==> config.mk <==
export PLATFORM = sky130hd
export DESIGN_NAME = ietq_front
export DESIGN_NICKNAME = d
export VERILOG_FILES = /design/src/ietq_pkg.sv /design/src/ietq_front.sv
export SDC_FILE = /design/constraint.sdc
export NUM_CORES = 1
export LEC_CHECK = 0
export ABC_AREA = 1
export BUFFER_PORTS_ARGS = -buffer_cell sky130_fd_sc_hd__buf_2
export CAP_MARGIN = 20
export CORE_MARGIN = 2
export CORE_UTILIZATION = 25
export DETAILED_ROUTE_END_ITERATION = 16
export PLACE_DENSITY = 0.53
export SLEW_MARGIN = 20
export SYNTH_ARGS = -nofsm -noshare
export SYNTH_HDL_FRONTEND = slang
export SYNTH_SLANG_ARGS = --single-unit
export TNS_END_PERCENT = 30
==> constraint.sdc <==
create_clock -name aclk -period 11.4 [get_ports aclk]
set_clock_uncertainty 0.05 [all_clocks]
set_input_delay 3.42 -clock aclk [delete_from_list [all_inputs] [get_ports aclk]]
set_output_delay 3.42 -clock aclk [all_outputs]
set_load 0.03 [all_outputs]
==> src/ietq_pkg.sv <==
// Shared types, constants and keymap table for the input event translator queue.
// No dependencies.
package ietq_pkg;

    localparam int KEYMAP_ENTRIES = 232;

    typedef enum logic [1:0] {
        FUNC_KEY   = 2'd0,
        FUNC_PTR   = 2'd1,
        FUNC_PULL  = 2'd2,
        FUNC_NONE  = 2'd3
    } func_t;

    typedef enum logic [2:0] {
        ST_QUEUED   = 3'd0,
        ST_DROPPED  = 3'd1,
        ST_IGNORED  = 3'd2,
        ST_RETURNED = 3'd3,
        ST_EMPTY    = 3'd4
    } status_t;

    localparam logic [15:0] EV_SYN = 16'd0;
    localparam logic [15:0] EV_KEY = 16'd1;
    localparam logic [15:0] EV_ABS = 16'd3;
    localparam logic [15:0] EV_REP = 16'd20;

    localparam logic [1:0] KP_PRESSED = 2'd0;
    localparam logic [1:0] KP_REPEAT  = 2'd3;

    localparam logic [2:0] PP_DOWN = 3'd2;
    localparam logic [2:0] PP_MOVE = 3'd3;
    localparam logic [2:0] PP_UP   = 3'd4;

    localparam logic [2:0] CFG_VIEW_W = 3'd0;
    localparam logic [2:0] CFG_VIEW_H = 3'd1;
    localparam logic [2:0] CFG_MAX_X  = 3'd2;
    localparam logic [2:0] CFG_MAX_Y  = 3'd3;
    localparam logic [2:0] CFG_TOUCH  = 3'd4;

    // Classified command from the front end to the back end.
    typedef struct packed {
        func_t       func;
        logic        ignore;
        logic [7:0]  keycode;
        logic [1:0]  key_phase;
        logic [2:0]  pointer_phase;
        logic [23:0] px;
        logic [23:0] py;
    } cmd_t;

    typedef struct packed {
        logic [15:0] ev_type;
        logic [15:0] ev_code;
        logic [15:0] ev_value;
    } event_t;

    function automatic logic [7:0] keymap(input logic [7:0] u);
        logic [7:0] k;
        k = 8'd0;
        case (u)
            8'd4: k = 8'd30;   8'd5: k = 8'd48;   8'd6: k = 8'd46;   8'd7: k = 8'd32;
            8'd8: k = 8'd18;   8'd9: k = 8'd33;   8'd10: k = 8'd34;  8'd11: k = 8'd35;
            8'd12: k = 8'd23;  8'd13: k = 8'd36;  8'd14: k = 8'd37;  8'd15: k = 8'd38;
            8'd16: k = 8'd50;  8'd17: k = 8'd49;  8'd18: k = 8'd24;  8'd19: k = 8'd25;
            8'd20: k = 8'd16;  8'd21: k = 8'd19;  8'd22: k = 8'd31;  8'd23: k = 8'd20;
            8'd24: k = 8'd22;  8'd25: k = 8'd47;  8'd26: k = 8'd17;  8'd27: k = 8'd45;
            8'd28: k = 8'd21;  8'd29: k = 8'd44;
            8'd30: k = 8'd2;   8'd31: k = 8'd3;   8'd32: k = 8'd4;   8'd33: k = 8'd5;
            8'd34: k = 8'd6;   8'd35: k = 8'd7;   8'd36: k = 8'd8;   8'd37: k = 8'd9;
            8'd38: k = 8'd10;  8'd39: k = 8'd11;
            8'd40: k = 8'd28;  8'd41: k = 8'd1;   8'd42: k = 8'd14;  8'd43: k = 8'd15;
            8'd44: k = 8'd57;  8'd45: k = 8'd12;  8'd46: k = 8'd13;  8'd47: k = 8'd26;
            8'd48: k = 8'd27;  8'd49: k = 8'd43;  8'd50: k = 8'd43;  8'd51: k = 8'd39;
            8'd52: k = 8'd40;  8'd53: k = 8'd41;  8'd54: k = 8'd51;  8'd55: k = 8'd52;
            8'd56: k = 8'd53;  8'd57: k = 8'd58;
            8'd58: k = 8'd59;  8'd59: k = 8'd60;  8'd60: k = 8'd61;  8'd61: k = 8'd62;
            8'd62: k = 8'd63;  8'd63: k = 8'd64;  8'd64: k = 8'd65;  8'd65: k = 8'd66;
            8'd66: k = 8'd67;  8'd67: k = 8'd68;  8'd68: k = 8'd87;  8'd69: k = 8'd88;
            8'd70: k = 8'd99;  8'd71: k = 8'd70;  8'd72: k = 8'd119; 8'd73: k = 8'd110;
            8'd74: k = 8'd102; 8'd75: k = 8'd104; 8'd76: k = 8'd111; 8'd77: k = 8'd107;
            8'd78: k = 8'd109; 8'd79: k = 8'd106; 8'd80: k = 8'd105; 8'd81: k = 8'd108;
            8'd82: k = 8'd103;
            8'd83: k = 8'd69;  8'd84: k = 8'd98;  8'd85: k = 8'd55;  8'd86: k = 8'd74;
            8'd87: k = 8'd78;  8'd88: k = 8'd96;  8'd89: k = 8'd79;  8'd90: k = 8'd80;
            8'd91: k = 8'd81;  8'd92: k = 8'd75;  8'd93: k = 8'd76;  8'd94: k = 8'd77;
            8'd95: k = 8'd71;  8'd96: k = 8'd72;  8'd97: k = 8'd73;  8'd98: k = 8'd82;
            8'd99: k = 8'd83;
            8'd100: k = 8'd86; 8'd101: k = 8'd127; 8'd102: k = 8'd116; 8'd103: k = 8'd117;
            8'd104: k = 8'd183; 8'd105: k = 8'd184; 8'd106: k = 8'd185; 8'd107: k = 8'd186;
            8'd108: k = 8'd187; 8'd109: k = 8'd188; 8'd110: k = 8'd189; 8'd111: k = 8'd190;
            8'd112: k = 8'd191; 8'd113: k = 8'd192; 8'd114: k = 8'd193; 8'd115: k = 8'd194;
            8'd116: k = 8'd134; 8'd117: k = 8'd138; 8'd118: k = 8'd130; 8'd119: k = 8'd132;
            8'd120: k = 8'd128; 8'd121: k = 8'd129; 8'd122: k = 8'd131; 8'd123: k = 8'd137;
            8'd124: k = 8'd133; 8'd125: k = 8'd135; 8'd126: k = 8'd136; 8'd127: k = 8'd113;
            8'd128: k = 8'd115; 8'd129: k = 8'd114;
            8'd224: k = 8'd29; 8'd225: k = 8'd42; 8'd226: k = 8'd56; 8'd227: k = 8'd125;
            8'd228: k = 8'd97; 8'd229: k = 8'd54; 8'd230: k = 8'd100; 8'd231: k = 8'd126;
            default: k = 8'd0;
        endcase
        return k;
    endfunction

endpackage

==> src/ietq_front.sv <==
// Front end: accepts input items, classifies them and maps HID usages.
// Depends on ietq_pkg.
module ietq_front (
    input  logic              aclk,
    input  logic              aresetn,
    input  logic              in_valid,
    output logic              in_ready,
    input  logic [1:0]        func,
    input  logic [7:0]        key_usage,
    input  logic [1:0]        key_phase,
    input  logic [2:0]        pointer_phase,
    input  logic [23:0]       pointer_x,
    input  logic [23:0]       pointer_y,
    input  logic              view_on,
    output logic              cmd_valid,
    input  logic              cmd_ready,
    output ietq_pkg::cmd_t    cmd
);
    import ietq_pkg::*;

    logic  valid_reg;
    cmd_t  cmd_reg, cmd_next;

    assign in_ready  = !valid_reg || cmd_ready;
    assign cmd_valid = valid_reg;
    assign cmd       = cmd_reg;

    always_comb begin
        cmd_next.func          = func_t'(func);
        cmd_next.keycode       = keymap(key_usage);
        cmd_next.key_phase     = key_phase;
        cmd_next.pointer_phase = pointer_phase;
        cmd_next.px            = pointer_x;
        cmd_next.py            = pointer_y;
        case (func_t'(func))
            FUNC_KEY:  cmd_next.ignore = (key_usage >= 8'(KEYMAP_ENTRIES));
            FUNC_PTR:  cmd_next.ignore = !view_on ||
                !(pointer_phase == PP_DOWN || pointer_phase == PP_MOVE ||
                  pointer_phase == PP_UP);
            FUNC_PULL: cmd_next.ignore = 1'b0;
            default:   cmd_next.ignore = 1'b1;
        endcase
    end

    always_ff @(posedge aclk) begin
        if (!aresetn) begin
            valid_reg <= 1'b0;
        end else if (in_ready) begin
            valid_reg <= in_valid;
        end
        if (in_valid && in_ready) begin
            cmd_reg <= cmd_next;
        end
    end
endmodule

==> flow_summary.ini <==
[synthesis]
syn_inst = 358
synthSimpleGateAreaFrac_pct = 25.8
synth_cell_types = 31
seq_area_frac_synth_pct = 56.0
syn_area_um2 = 3470
synth_mux_area_share_pct = 0
synth-xor-area-share_pct = 0
syn_avg_cell_area_um2 = 9.68
yosysWarnings = 0
synth-compound-area-share_pct = 5.78
synth_top_family_by_area = simple AND/OR/NAND/NOR gates
yosys_register_bits = 65
synth_fa_ha_area_share_pct = 5.78
synth_nets = 442

[global_routing]
grt_overflow = 0
grt_pass1_vias = 2935
track_usage_pct = 13.5
grt_max_degree = 65
grt_pass1_wl_mm = 15.4
antenna_found_initial = 0

[routing]
remaining_drc_errors = 0
routed_wl_mm = 10.2
met3_length_mm = 1.26
vias_per_cell = 4.70
firstDrtPassIters = 5
dr.max_layer_used = met4
drtIter0Drc = 338
route.layer.met1.wl_mm = 4.16
wl_met2_mm = 4.59
vias = 3163
drtAntennaViolNets = 0
avgRoutedWirePerCell_um = 15.2

[floorplan]
start_util_pct = 25.3
die_x_um = 122
core-area_um2 = 13700
rows = 43
die_y_um = 122
die-area_um2 = 14800
ios = 134

[timing]
hold_viol_final = 0
slew_headroom_pct = 48.5
period_share_pct = 64.3
period_needed_ps = 7330
slew_violations = 0
worstMarginPinSlew_ps = 772
setup_tns_ps = 0
clock.fmax_mhz = 137
setup_viol = 0
rsz0062_at_grt = false

[setup_path]
cp.required_ps = 7930
worstPathCellList = buf_2 -> inv_1 -> nand2_1 -> buf_2
rrSetupSlack_ps = 9850
slowest_delay_ps = 180
critPathMaxFanout = 2
slowest_stage = buf_2
regToRegEndpoint = cmd[57]
end_kind = primary output
critPathLaunchType = primary input
cp.arrival_ps = 3860
critPathMostFrequentCell = buf_2
crit_type = primary input to primary output
reg2reg_from = cmd_valid
timing.reg2reg.worst_path_depth = 2

[cells_and_area]
largest_reg_flops = 64
multi_input_area_um2 = 1310
regArea_um2 = 1940
fill_cells = 1412
nNetsFinal = 572
syn2layout_area_growth_pct = 30.8
drive_gt1_share_pct = 32.9
diodes = 0

[clocking]
clock_path_buffers = 2
htreeDepth = 3
clkTransAtPathRegs_ps = 50
cts_resized = 0
cts_tree = done
cts_root_buffer = clkbuf_16
post_cts_buffers = 0
numCtsBuffers = 9
clk_latency_ps = 320
hold_buffers = 0
clkSinkCount = 65

[placed_design]
port_buffers = 133
hpwl_mm = 7.56
place_congestion = 0.916

[min_path]
hold_end = cmd_valid
hp-start = cmd_valid
worstHoldPathType = flop to flop
hold_depth = 2

[run_status]
outcome = finished clean

[power_and_ir_drop]
p_per_area_nw_per_um2 = 146
ir_drop_mv = 0.0573
p_leak_uw = 0.00206
p_total_uw = 663

[flow_run]
maxCapViolations = 0
-- through the flow --
| step | hold slack [ps] | cell area [um2] | util [%] | instances | setup WS, ps |
|---|---|---|---|---|---|
| finish | 497 | 4530 | 33.0 | 673 | 4070 |
| global route | 554 | 4530 | 33.0 | 673 | 4030 |
| CTS | 501 | 4530 | 33.0 | 673 | 4070 |
| detailed placement | 494 | 4240 | 30.9 | 657 | 4070 |
| global placement | 477 | 4240 | 30.9 | 657 | 4080 |
| floorplan | 811 | 3470 | - | 358 | 4260 |
-- synthesized netlist by cell type --
master	n	area share, %
dfxtp_1	1	0.58
nand4_1	4	0.72
o21ai_0	12	1.7
nor2_2	1	0.18
a31oi_1	2	0.36
buf_2	3	0.43
nor2_1	18	1.9
a21boi_0	1	0.22
nor2_4	3	0.97
o2111ai_1	1	0.25
inv_4	1	0.18
nor3_1	2	0.29
nor4_1	1	0.18
clkinv_1	1	0.11
nand3b_1	1	0.22
o41ai_1	1	0.25
inv_1	20	2.2
nand2_2	2	0.36
inv_2	3	0.32
nand2_1	104	11
buf_6	8	2.6
o21ai_1	3	0.43
a21oi_2	2	0.51
nand3_1	63	9.1
a21oi_1	14	2.0
nand2_4	1	0.32
clkbuf_1	1	0.11
ha_1	16	5.8
edfxtp_1	64	55
buf_4	3	0.65
nand3_2	1	0.29
-- power breakdown --
part	internal [uW]	leakage (uW)	switching [uW]
clock network	167	0.000138	92.1
registers	281	0.000630	3.32
logic	33.9	0.00129	85.6
-- kinds of logic after synthesis --
kind of cell             Yosys count
AO/OA/AOI/OAI                     36
buffers and inverters             40
flip-flops                        65
AND/OR/NAND/NOR                  201
adder cells (fa/ha/maj)           16
-- worst max path at each step --
stage / from / endpoint / slack, ps
2_1_floorplan: cmd_ready / in_ready / 4260
3_3_place_gp: cmd_ready / in_ready / 4080
3_5_place_dp: cmd_ready / in_ready / 4070
4_1_cts: cmd_ready / in_ready / 4070
5_1_grt: cmd_ready / in_ready / 4030
6_report: cmd_ready / in_ready / 4070
-- cell usage in the layout (no fill, tap or decap), types with 3 or more instances in the layout --
master / count
buf_2: 133
nand2_1: 104
edfxtp_1: 64
nand3_1: 63
inv_1: 20
nor2_1: 18
ha_1: 16
a21oi_1: 13
o21ai_0: 12
clkbuf_16: 9
nand4_1: 4
nor2_4: 3
clkinv_1: 3
inv_2: 3
o21ai_1: 3
-- critical path: cells and delay by family --
| kind | cells | cell delay, ps |
|---|---|---|
| simple gates | 1 | 70 |
| buf+inv | 3 | 360 |
-- metal layers --
layer | vias to the layer above | global-route usage (%)
li1 | 1490 | -
met1 | 1434 | 16.9
met2 | 222 | 21.3
met3 | 17 | 4.45
met4 | 0 | 5.82
met5 | - | 0
-- final cells by class --
cell class	count	area share, %
Sequential cell	65	42.8
Clock buffer	10	5.05
Clock inverter	6	1.30
Timing Repair Buffer	134	14.9
Multi-Input combinational cell	253	28.9
Tap cell	180	4.97
Inverter	25	2.13
(Power assumes the default switching activity.)
